<file path="config.mk">
export PLATFORM = sky130hd
export DESIGN_NAME = fwt_ctrl
export DESIGN_NICKNAME = d
export VERILOG_FILES = /design/src/fwt_pkg.sv /design/src/fwt_ctrl.sv
export SDC_FILE = /design/constraint.sdc
export NUM_CORES = 1
export LEC_CHECK = 0
export ABC_AREA = 1
export BUFFER_PORTS_ARGS = -buffer_cell sky130_fd_sc_hd__buf_4
export CAP_MARGIN = 20
export CORE_AREA = 2 2 127 129
export CTS_BUF_LIST = sky130_fd_sc_hd__clkbuf_4
export DETAILED_ROUTE_END_ITERATION = 8
export DIE_AREA = 0 0 129 131
export MAX_ROUTING_LAYER = met4
export PLACE_DENSITY = 0.83
export SYNTH_ARGS = -nofsm -noshare
export SYNTH_HDL_FRONTEND = slang
export SYNTH_SLANG_ARGS = --single-unit
export TNS_END_PERCENT = 1
</file>
<file path="constraint.sdc">
create_clock -name clk -period 12.4 [get_ports clk]
set_input_delay 2.48 -clock clk [delete_from_list [all_inputs] [get_ports clk]]
set_output_delay 2.48 -clock clk [all_outputs]
set_load 0.02 [all_outputs]
</file>
<file path="src/fwt_pkg.sv">
// Shared types and constants for the Fenwick tree range add / sum block.
// Used by fwt_ctrl, fwt_dp and fenwick_tree_range_add_sum; no dependencies.
package fwt_pkg;

  localparam int IDX_W  = 11;          // width of index and size fields
  localparam int WIDX_W = IDX_W + 1;   // walk index, room for i + lowbit(i)
  localparam int DATA_W = 64;

  localparam logic [IDX_W-1:0] SIZE_RESET = IDX_W'(1024);

  localparam logic [1:0] KIND_POINT_ADD = 2'd0;
  localparam logic [1:0] KIND_RANGE_ADD = 2'd1;
  localparam logic [1:0] KIND_PREFIX    = 2'd2;
  localparam logic [1:0] KIND_RANGE_SUM = 2'd3;

  typedef struct packed {
    logic              clear;
    logic              start;
    logic              add_mode;
    logic              neg;
    logic              acc_clr;
    logic [WIDX_W-1:0] pos;
    logic [IDX_W-1:0]  n;
    logic [DATA_W-1:0] value;
  } fwt_cmd_t;

  typedef struct packed {
    logic              clear_done;
    logic              walk_done;
    logic [DATA_W-1:0] acc;
  } fwt_sts_t;

endpackage

</file>
<file path="src/fwt_ctrl.sv">
// Controller: size register, index checks, walk sequencing and result word.
// Depends on fwt_pkg; commands fwt_dp through fwt_cmd_t / fwt_sts_t.
module fwt_ctrl #(
  parameter int MAX_ENTRIES = 1024
) (
  input  logic                           clk,
  input  logic                           rst_n,
  input  logic                           cfg_we,
  input  logic [fwt_pkg::IDX_W-1:0]      cfg_wdata,
  input  logic                           in_valid,
  output logic                           in_ready,
  input  logic [1:0]                     in_kind,
  input  logic [fwt_pkg::IDX_W-1:0]      in_first_index,
  input  logic [fwt_pkg::IDX_W-1:0]      in_last_index,
  input  logic signed [fwt_pkg::DATA_W-1:0] in_add_value,
  output logic                           out_valid,
  input  logic                           out_ready,
  output logic signed [fwt_pkg::DATA_W-1:0] out_sum_result,
  output logic                           out_error_flag,
  output fwt_pkg::fwt_cmd_t              cmd,
  input  fwt_pkg::fwt_sts_t              sts
);

  localparam int NW = fwt_pkg::IDX_W;
  localparam int IW = fwt_pkg::WIDX_W;
  localparam int DW = fwt_pkg::DATA_W;

  typedef enum logic [6:0] {
    S_CLEAR = 7'b0000001,
    S_IDLE  = 7'b0000010,
    S_W1S   = 7'b0000100,
    S_W1    = 7'b0001000,
    S_W2S   = 7'b0010000,
    S_W2    = 7'b0100000,
    S_DONE  = 7'b1000000
  } state_t;

  state_t        state_r, state_nxt;
  logic [NW-1:0] size_r;
  logic [1:0]    kind_r;
  logic [NW-1:0] first_r;
  logic [NW-1:0] last_r;
  logic [DW-1:0] val_r;
  logic [NW-1:0] n_r;
  logic          err_r;
  logic          out_valid_r;
  logic [DW-1:0] sum_r;
  logic          oerr_r;

  logic          accept;
  logic          out_load;
  logic [NW-1:0] n_eff;
  logic          first_ok;
  logic          range_ok;
  logic          err_in;
  logic          need2;

  always_comb begin
    if (size_r == '0) begin
      n_eff = NW'(1);
    end else if (32'(size_r) > 32'(MAX_ENTRIES)) begin
      n_eff = NW'(MAX_ENTRIES);
    end else begin
      n_eff = size_r;
    end
    first_ok = (in_first_index != '0) && (in_first_index <= n_eff);
    range_ok = first_ok && (in_last_index != '0) && (in_last_index <= n_eff) &&
               (in_first_index <= in_last_index);
    case (in_kind)
      fwt_pkg::KIND_POINT_ADD: err_in = !first_ok;
      fwt_pkg::KIND_PREFIX:    err_in = !first_ok;
      default:                 err_in = !range_ok;
    endcase
    need2 = ((kind_r == fwt_pkg::KIND_RANGE_ADD) && (last_r < n_r)) ||
            ((kind_r == fwt_pkg::KIND_RANGE_SUM) && (first_r > NW'(1)));
  end

  assign in_ready = (state_r == S_IDLE);
  assign accept   = in_valid && in_ready;
  assign out_load = (state_r == S_DONE) && (!out_valid_r || out_ready);

  always_comb begin
    state_nxt = state_r;
    case (state_r)
      S_CLEAR: if (sts.clear_done) state_nxt = S_IDLE;
      S_IDLE:  if (accept) state_nxt = err_in ? S_DONE : S_W1S;
      S_W1S:   state_nxt = S_W1;
      S_W1:    if (sts.walk_done) state_nxt = need2 ? S_W2S : S_DONE;
      S_W2S:   state_nxt = S_W2;
      S_W2:    if (sts.walk_done) state_nxt = S_DONE;
      S_DONE:  if (out_load) state_nxt = S_IDLE;
      default: state_nxt = S_CLEAR;
    endcase
  end

  always_comb begin
    cmd          = '0;
    cmd.clear    = (state_r == S_CLEAR);
    cmd.start    = (state_r == S_W1S) || (state_r == S_W2S);
    cmd.acc_clr  = (state_r == S_W1S);
    cmd.neg      = (state_r == S_W2S);
    cmd.add_mode = (kind_r == fwt_pkg::KIND_POINT_ADD) ||
                   (kind_r == fwt_pkg::KIND_RANGE_ADD);
    cmd.n        = n_r;
    cmd.value    = val_r;
    if (state_r == S_W1S) begin
      cmd.pos = (kind_r == fwt_pkg::KIND_RANGE_SUM) ? IW'(last_r) : IW'(first_r);
    end else begin
      cmd.pos = (kind_r == fwt_pkg::KIND_RANGE_ADD) ? (IW'(last_r) + IW'(1))
                                                    : (IW'(first_r) - IW'(1));
    end
  end

  always_ff @(posedge clk) begin
    if (!rst_n) begin
      state_r     <= S_CLEAR;
      size_r      <= fwt_pkg::SIZE_RESET;
      out_valid_r <= 1'b0;
    end else begin
      state_r <= state_nxt;
      if (cfg_we) begin
        size_r <= cfg_wdata;
      end
      if (out_load) begin
        out_valid_r <= 1'b1;
      end else if (out_ready) begin
        out_valid_r <= 1'b0;
      end
    end
  end

  always_ff @(posedge clk) begin
    if (accept) begin
      kind_r  <= in_kind;
      first_r <= in_first_index;
      last_r  <= in_last_index;
      val_r   <= in_add_value;
      n_r     <= n_eff;
      err_r   <= err_in;
    end
    if (out_load) begin
      sum_r  <= (err_r || cmd.add_mode) ? '0 : sts.acc;
      oerr_r <= err_r;
    end
  end

  assign out_valid      = out_valid_r;
  assign out_sum_result = sum_r;
  assign out_error_flag = oerr_r;

endmodule
</file>
==> impl_results.md, run 1 <==
- Status: finished clean
- Worst path max stage delay: 0.62 ns
- Die height: 131 um
- Mapped Nets: 981
- Hold depth: 0
- Hold_ws: 0.451 ns
- Num CTS Buffers: 17
- Hold buffer count at CTS: 0
- Largest cells by area after synthesis: edfxtp_1, ha_1, inv_1, nor2_1, nand2_1
- Fraction of layout cells with a size suffix above 1: 33.8%
- Cell accounting for the most synthesized area: edfxtp_1
- Core Region: 0.0156 mm2
- Number of global-route vias before repair: 6215
- Initial DRC count: 459
- Routability Congestion: 0.931
- Post-synthesis register bit count: 184
- Worst setup SP type: register
- Pre-CTS setup slack: 7.78 ns
- Pwr Density: 113 mW/mm2
- Deepest clock path buffer count: 2
- Setup bufs post-CTS: 0
- Post-synthesis sequential area ratio: 64.3%
- Initial Util: 53.2%
- Ys Warns: 0
- Hold WC Path Type: reg -> reg
- Post-CTS Resized: 0
- Root Buffer: clkbuf_4
- Max-cap violations: 0
- Global-route wire length before repair: 32800 um
- Minimum clock period: 5.29 ns
- LEAKAGE: 5.25 nW
- Setup TNS: 0 ns
- Clock Sinks: 184
- CP delay by family, top: simple AND/OR/NAND/NOR gates
- WP buf/inv: 3
- Slew Viols, Final: 0
- CP required: 9.92 ns
- Crit Path Category: reg -> out
- CP Max Fanout: 16
- Skew-Pair Late Insertion Delay: 0.59 ns
- Fillers: 1113
- PortBufs: 328
- Main synth FF type: edfxtp_1
- R2r worst-path depth: 8
- Die width: 129 um
- Post-synth ARST share: 0%
- Worst VDD drop: 0.0614 mV
- Drt first pass iters: 5
- Slowest stage cell on the critical path: nand4_1
- Actual slew at the worst max-slew pin: 1.04 ns
- FMAX: 0.189 GHz
- FP Rows: 46
- Mapped cell area: 0.00830 mm2
- IO Count: 329
- Yosys top cell area share: 59.7%
- Antenna viol nets, final: 0
- Clk slew on worst S/H paths: 0.15 ns
- Total GRT Usage: 26.8%
- Final Cycle Share: 42.7%
- Detailed placement HPWL: 17600 um
- Initial antenna violation count: 1
- Post-synthesis cell count: 765
- Drt via density: 4.95
- DRC errors left: 0
- DR WL/cell: 16.7 um
- DRT Wirelength: 22100 um
- Fin worst setup slack: 7.11 ns
- Area delta synth->final: 36.1%
- Final hold violations: 0
- CTS tree: yes
- Via count: 6572
- Rel. slew slack: 30.7%
- Post-synth top cells: edfxtp_1, inv_1, nor2_1
- Final setup vio count: 0
- Most instantiated library cell after synthesis: edfxtp_1
- Critical Path AT: 2.81 ns
- Remaining Overflow, GRT: 0
- Endpoint class of the critical path: output port
- Unique masters post-synth: 40
- RSZ-0062 raised after global routing: no
- Final core occ: 72.4%
- Post-synth EDFFs: 165
- Die footprint: 0.0169 mm2
- Design Power: 1.28 mW
- Worst path depth: 9
- Post-Syn Area per Cell: 10.9 um2
- Nets@finish: 1315
- Final Skew: 0.0349 ns
- H-tree levels: 4
- CP Cell Sequence: inv_1, nand2_1, nor2_2, nand4_1, inv_2, a21oi_1, o21ai_0, o31ai_1, buf_4
- Pin count of the biggest net entering global routing: 84
-- state kept, by name, indices dropped and copies added (netlist names) --
register        flops
out_error_flag      1
size_r             11
err_r               1
first_r            11
kind_r              2
out_sum_result     64
state_r             7
out_valid           1
last_r             11
val_r              64
n_r                11
-- stage by stage --
| step | instance area [um2] | std cells |
|---|---|---|
| floorplan | 8300 | 765 |
| global route | 11300 | 1329 |
| global placement | 11000 | 1296 |
| detailed placement | 11000 | 1296 |
| finish | 11300 | 1329 |
| CTS | 11300 | 1328 |
-- cells by family after synthesis --
logic type | after synthesis | share of synthesized area, %
AO/OA/AOI/OAI | 83 | 5.67
buffers and inverters | 166 | 7.59
XOR/XNOR | 11 | 1.16
flip-flops | 184 | 64.3
adder cells (fa/ha/maj) | 46 | 6.93
AND/OR/NAND/NOR | 275 | 14.4
-- layout by cell type, fill, tap and decap left out, types with 5 or more instances in the layout --
cell        n
buf_4     331
edfxtp_1  165
inv_1     149
nor2_1    114
nand2_1   104
ha_1       46
a21oi_1    31
o21ai_0    31
dfxtp_1    19
nand3_1    17
clkbuf_4   17
nand4_1    12
nor4_1      7
xor2_1      6
xnor2_1     5
o211ai_1    5
inv_8       5
-- report_power, final --
part	internal, mW	switching, mW	leakage, nW
registers	0.707	0.0153	1.66
logic	0.0984	0.132	3.44
clock network	0.108	0.219	0.151
-- path summary, 6_finish.rpt --
path	startpoint	endpoint	slack, ns
min	size_r[10]$_SDFFE_PN1P_	n_r[10]$_DFFE_PP_	0.45
max	state_r[5]$_SDFFE_PN0P_	cmd[77]	7.11
max reg2reg	state_r[5]$_SDFFE_PN0P_	val_r[48]$_DFFE_PP_	9.50
min reg2reg	size_r[10]$_SDFFE_PN1P_	n_r[10]$_DFFE_PP_	0.45
-- per-layer routing --
layer  vias up  GRT usage (%)  wire length, um  part of all wire (%)
li1       3213              -                -                     -
met1      3042           28.3             7850                    35
met2       269           47.6            11900                    54
met3        48           7.74             1690                   7.6
met4         0           10.5              736                   3.3
met5         -              -                0                     0
-- area by class of cell --
cell class	instances	area (um2)	area share, %
antenna	1	2.50	0.0221
clock buffer	17	128	1.13
clock inverter	15	164	1.45
inverter	150	563	4.98
multi-input combinational	415	2350	20.8
sequential	184	5340	47.2
tap	216	270	2.39
timing repair buffer	331	2480	22.0
Power figures use the tool's default switching activity.
==> inputs of run 2 (changes only) <==
Settings changed: CORE_AREA 2 2 127 129 to unset, CORE_UTILIZATION set to 50, DIE_AREA 0 0 129 131 to unset, PLACE_DENSITY 0.83 to 0.78.
Clock period 12.4 ns to 5.14 ns, I/O delays scaled along.
==> run 2 against run 1 <==
Final cell count is the same. Worst hold slack better by 0.0031 ns. Via count decreased by 1.4%. Non-clock buffer count rose by 1. Sequential share of layout area hardly changed. Sequential cell count stayed put. Clock skew down 0.0092 ns. Sequential power rose by 140%. Total power increased by 140%. Worst setup slack worse by 5.7 ns.
==> impl_results.md, run 2 (synthesis gave the netlist of run 1 again) <==
- Status: finished clean
- DR WL/cell: 16.2 um
- Drt first pass iters: 4
- CP required: 4.11 ns
- Slew Viols, Final: 0
- Finished Layout Cells: 1329
- Routability Congestion: 0.938
- Drt via density: 4.88
- Die height: 131 um
- Hold WC Path Type: reg -> reg
- Initial Util: 51.7%
- Flop pwr share: 56.5%
- Via count: 6483
- Final setup vio count: 0
- Multi-input combinational cell area: 0.00235 mm2
- DRC errors left: 0
- Core Region: 0.0161 mm2
- Setup bufs post-CTS: 0
- Final hold violations: 0
- Detailed placement HPWL: 17200 um
- Hold buffer count at CTS: 0
- Deepest clock path buffer count: 2
- Number of global-route vias before repair: 6022
- FMAX: 0.268 GHz
- Actual slew at the worst max-slew pin: 1.05 ns
- Max-cap violations: 0
- Design Power: 3.08 mW
- DRT Wirelength: 21500 um
- Final Skew: 0.0257 ns
- FP Rows: 46
- Clk slew on worst S/H paths: 0.14 ns
- Combinational share of power: 18.0%
- Fraction of layout cells with a size suffix above 1: 33.8%
- Pin count of the biggest net entering global routing: 52
- Global-route wire length before repair: 31400 um
- IO Count: 329
- Register area: 0.00534 mm2
- N_diodes: 0
- Skew-Pair Late Insertion Delay: 0.57 ns
- Die footprint: 0.0171 mm2
- Placed Cells: 1297
- Post-CTS Resized: 0
- LEAKAGE: 5.27 nW
- Total GRT Usage: 25.9%
- Rel. slew slack: 29.9%
- Num CTS Buffers: 17
- Critical Path AT: 2.71 ns
- Antenna viol nets, final: 0
- Most frequent cells in the layout: buf_4, edfxtp_1, inv_1, nor2_1, nand2_1
- Clk pwr share: 25.4%
- Setup TNS: 0 ns
- RSZ-0062 raised after global routing: no
- Internal power: 2.25 mW
- Nets@finish: 1316
- Die width: 131 um
- Final Cycle Share: 72.7%
- Area delta synth->final: 36.2%
- Root Buffer: clkbuf_4
- PortBufs: 328
- Leading cell type in the layout, fill and taps excluded: buf_4
- Minimum clock period: 3.74 ns
- Switching Share: 26.9%
- Initial DRC count: 437
- Clock Sinks: 184
- H-tree levels: 4
- Remaining Overflow, GRT: 0
- Fillers: 1230
- Pwr Density: 272 mW/mm2
- Worst setup SP type: register
- Worst VDD drop: 0.139 mV
- CP Max Fanout: 16
- Endpoint class of the critical path: output port
- Switching power: 0.828 mW
- Initial antenna violation count: 0
- CTS tree: yes
- Crit Path Category: reg -> out
[run 2: path summary, 6_finish.rpt]
path	start	end	slack, ns	depth (start not counted)
min reg2reg	size_r[10]$_SDFFE_PN1P_	n_r[10]$_DFFE_PP_	0.45	0
min	size_r[10]$_SDFFE_PN1P_	n_r[10]$_DFFE_PP_	0.45	0
max reg2reg	state_r[5]$_SDFFE_PN0P_	val_r[58]$_DFFE_PP_	2.28	9
max	state_r[5]$_SDFFE_PN0P_	cmd[78]	1.40	8
[run 2: metal layers]
metal,routed length [um],global-route usage (%),share of wire (%)
met1,8060,28.7,38
met2,11400,44.9,53
met3,1560,6.80,7.3
met4,479,9.40,2.2
met5,0,-,0
[run 2: worst max-delay path, stage by stage (launching register included)]
cell	delay, ns
dfxtp_1	0.34
inv_1	0.09
nand2_1	0.10
nor2_2	0.16
nand4_1	0.56
inv_2	0.44
a21oi_1	0.09
a32oi_1	0.20
buf_4	0.18
[run 2: power by group through the flow]
stage          registers, mW  clock network, mW  logic (mW)
6_report                1.74              0.783       0.554
3_5_place_dp            1.77                  0       0.556
3_3_place_gp            1.77                  0       0.544
4_1_cts                 1.74              0.800       0.558
5_1_grt                 1.75              0.857       0.615
2_1_floorplan           1.82                  0       0.253
[run 2: final cells by class]
| cell class | instances | share of cell area [%] |
|---|---|---|
| Sequential cell | 184 | 47.2 |
| Timing Repair Buffer | 332 | 22.2 |
| Multi-Input combinational cell | 415 | 20.8 |
| Inverter | 150 | 4.98 |
| Tap cell | 216 | 2.39 |
| Clock buffer | 20 | 1.33 |
| Clock inverter | 12 | 1.14 |
[run 2: through the flow]
| stage | cell area (um2) | setup WS [ns] | util (%) | hold slack (ns) |
|---|---|---|---|---|
| after global placement | 11000 | 2.08 | 68.5 | 0.414 |
| after CTS | 11300 | 1.37 | 70.4 | 0.456 |
| after detailed placement | 11000 | 2.00 | 68.7 | 0.421 |
| after floorplan | 8310 | 0.847 | - | 0.418 |
| after global routing | 11300 | 1.12 | 70.4 | 0.484 |
| final | 11300 | 1.40 | 70.4 | 0.454 |
==> inputs of run 3 (changes only) <==
Clock period 5.14 ns to 3.82 ns, I/O delays scaled along.
==> run 3 against run 2 <==
Sequential power grew 35%. Non-clock buffer count is the same. Largest power group unchanged. Sequential share of layout area is essentially flat. Critical endpoint is now cmd[85].
==> impl_results.md, run 3 (synthesis gave the netlist of run 1 again) <==
- Finished Layout Cells: 1330
- Skew-Pair Late Insertion Delay: 0.58 ns
- Hold_ws: 0.346 ns
- Fraction of layout cells with a size suffix above 1: 33.9%
- Multi-input combinational cell area: 0.00235 mm2
- Placed Cells: 1297
- Global-route wire length before repair: 33300 um
- Final hold violations: 0
- Deepest clock path buffer count: 2
- Pwr Density: 364 mW/mm2
- Die width: 131 um
- Slew Viols, Final: 0
- Setup bufs post-CTS: 0
- Number of global-route vias before repair: 6090
- Leading cell type in the layout, fill and taps excluded: buf_4
- H-tree levels: 4
- CP Max Fanout: 4
- Slowest stage cell on the critical path: edfxtp_1
- Worst path max stage delay: 0.45 ns
- Worst setup SP type: register
- DR WL/cell: 17.5 um
- Drt first pass iters: 5
- Minimum clock period: 3.28 ns
- Remaining Overflow, GRT: 0
- Crit Path Category: reg -> out
- IO Count: 329
- Post-CTS Resized: 0
- Via count: 6525
- Status: finished clean
- Die height: 131 um
- Clk slew on worst S/H paths: 0.17 ns
- Area delta synth->final: 36.2%
- Max-cap violations: 0
- Initial antenna violation count: 1
- Core Region: 0.0161 mm2
- Register area: 0.00534 mm2
- Final setup vio count: 0
- Initial Util: 51.7%
- Hold WC Path Type: in -> reg
- Drt via density: 4.91
- Die footprint: 0.0171 mm2
- Hold buffer count at CTS: 0
- Worst VDD drop: 0.210 mV
- Final Skew: 0.0256 ns
- Routability Congestion: 0.989
- PortBufs: 328
- Actual slew at the worst max-slew pin: 0.825 ns
- Rel. slew slack: 44.8%
- Most frequent cells in the layout: buf_4, edfxtp_1, inv_1, nor2_1, nand2_1
- Final core occ: 70.4%
- Num CTS Buffers: 17
- Pin count of the biggest net entering global routing: 101
- Detailed placement HPWL: 18500 um
- Critical Path AT: 2.51 ns
- Initial DRC count: 490
- CTS tree: yes
- DRT Wirelength: 23300 um
- DRC errors left: 0
- Fillers: 1199
- FP Rows: 46
- CP Cell Sequence: ha_1, nand4_1, nor2_1, nand3_1, nor3b_1, o21ai_0, o221ai_1, nand2_1, buf_4
- FMAX: 0.305 GHz
- RSZ-0062 raised after global routing: no
- Placement Cell Area: 0.0110 mm2
- Clock Sinks: 184
- Endpoint class of the critical path: output port
- CP required: 3.06 ns
- Post-route cell area: 0.0113 mm2
- LEAKAGE: 5.25 nW
- Design Power: 4.12 mW
- Antenna viol nets, final: 0
- Total GRT Usage: 27.8%
- Final Cycle Share: 85.7%
- Nets@finish: 1316
- Root Buffer: clkbuf_4
[run 3: cell count changes in the layout (fill, tap and decap cells not counted), sizes merged]
cell,before,now
inv,152,156
clkbuf,20,17
clkinvlp,0,3
bufinv,2,0
clkinv,8,6
diode,0,1
[run 3: per-stage QoR]
step           TNS, ns  worst slack, ns
4_1_cts              0            0.533
2_1_floorplan   -13.57           -0.209
3_5_place_dp         0             1.14
6_report             0            0.545
3_3_place_gp         0             1.24
5_1_grt              0            0.226
[run 3: where the power goes]
part / internal [mW] / leakage (nW) / switching [mW]
Combinational: 0.323 / 3.45 / 0.431
Sequential: 2.29 / 1.66 / 0.0518
Clock: 0.285 / 0.137 / 0.733
[run 3: worst max-delay path, delay by kind of cell, from the launching register on]
kind | cells | cell delay [ns]
compound gates | 2 | 0.29
fa+ha+maj | 1 | 0.22
buf+inv | 1 | 0.18
flops | 1 | 0.45
simple gates | 5 | 0.79
[run 3: final cells by class]
type	instances	share of cell area, %
clock buffers	17	1.13
inverters	150	4.98
flip-flops and latches	184	47.2
well taps	216	2.39
diodes	1	0.0221
repair buffers	332	22.3
clock inverters	15	1.24
multi-input cells	415	20.8
[run 3: routing by layer]
layer	global-route usage, %	wire length, um	vias up
met5	-	0	-
met4	9.13	547	0
met3	7.08	1880	36
met2	45.9	11900	279
met1	33.3	9000	2996
li1	-	-	3214
[run 3: path summary, 6_finish.rpt]
check / from / to / slack [ns] / depth (start not counted)
setup / recovery: last_r[1]$_DFFE_PP_ / cmd[85] / 0.54 / 9
hold / removal: in_add_value[4] / val_r[4]$_DFFE_PP_ / 0.35 / 1
setup reg to reg: size_r[6]$_SDFFE_PN0P_ / state_r[6]$_SDFFE_PN0P_ / 1.06 / 21
hold reg to reg: size_r[10]$_SDFFE_PN1P_ / n_r[10]$_DFFE_PP_ / 0.45 / 0
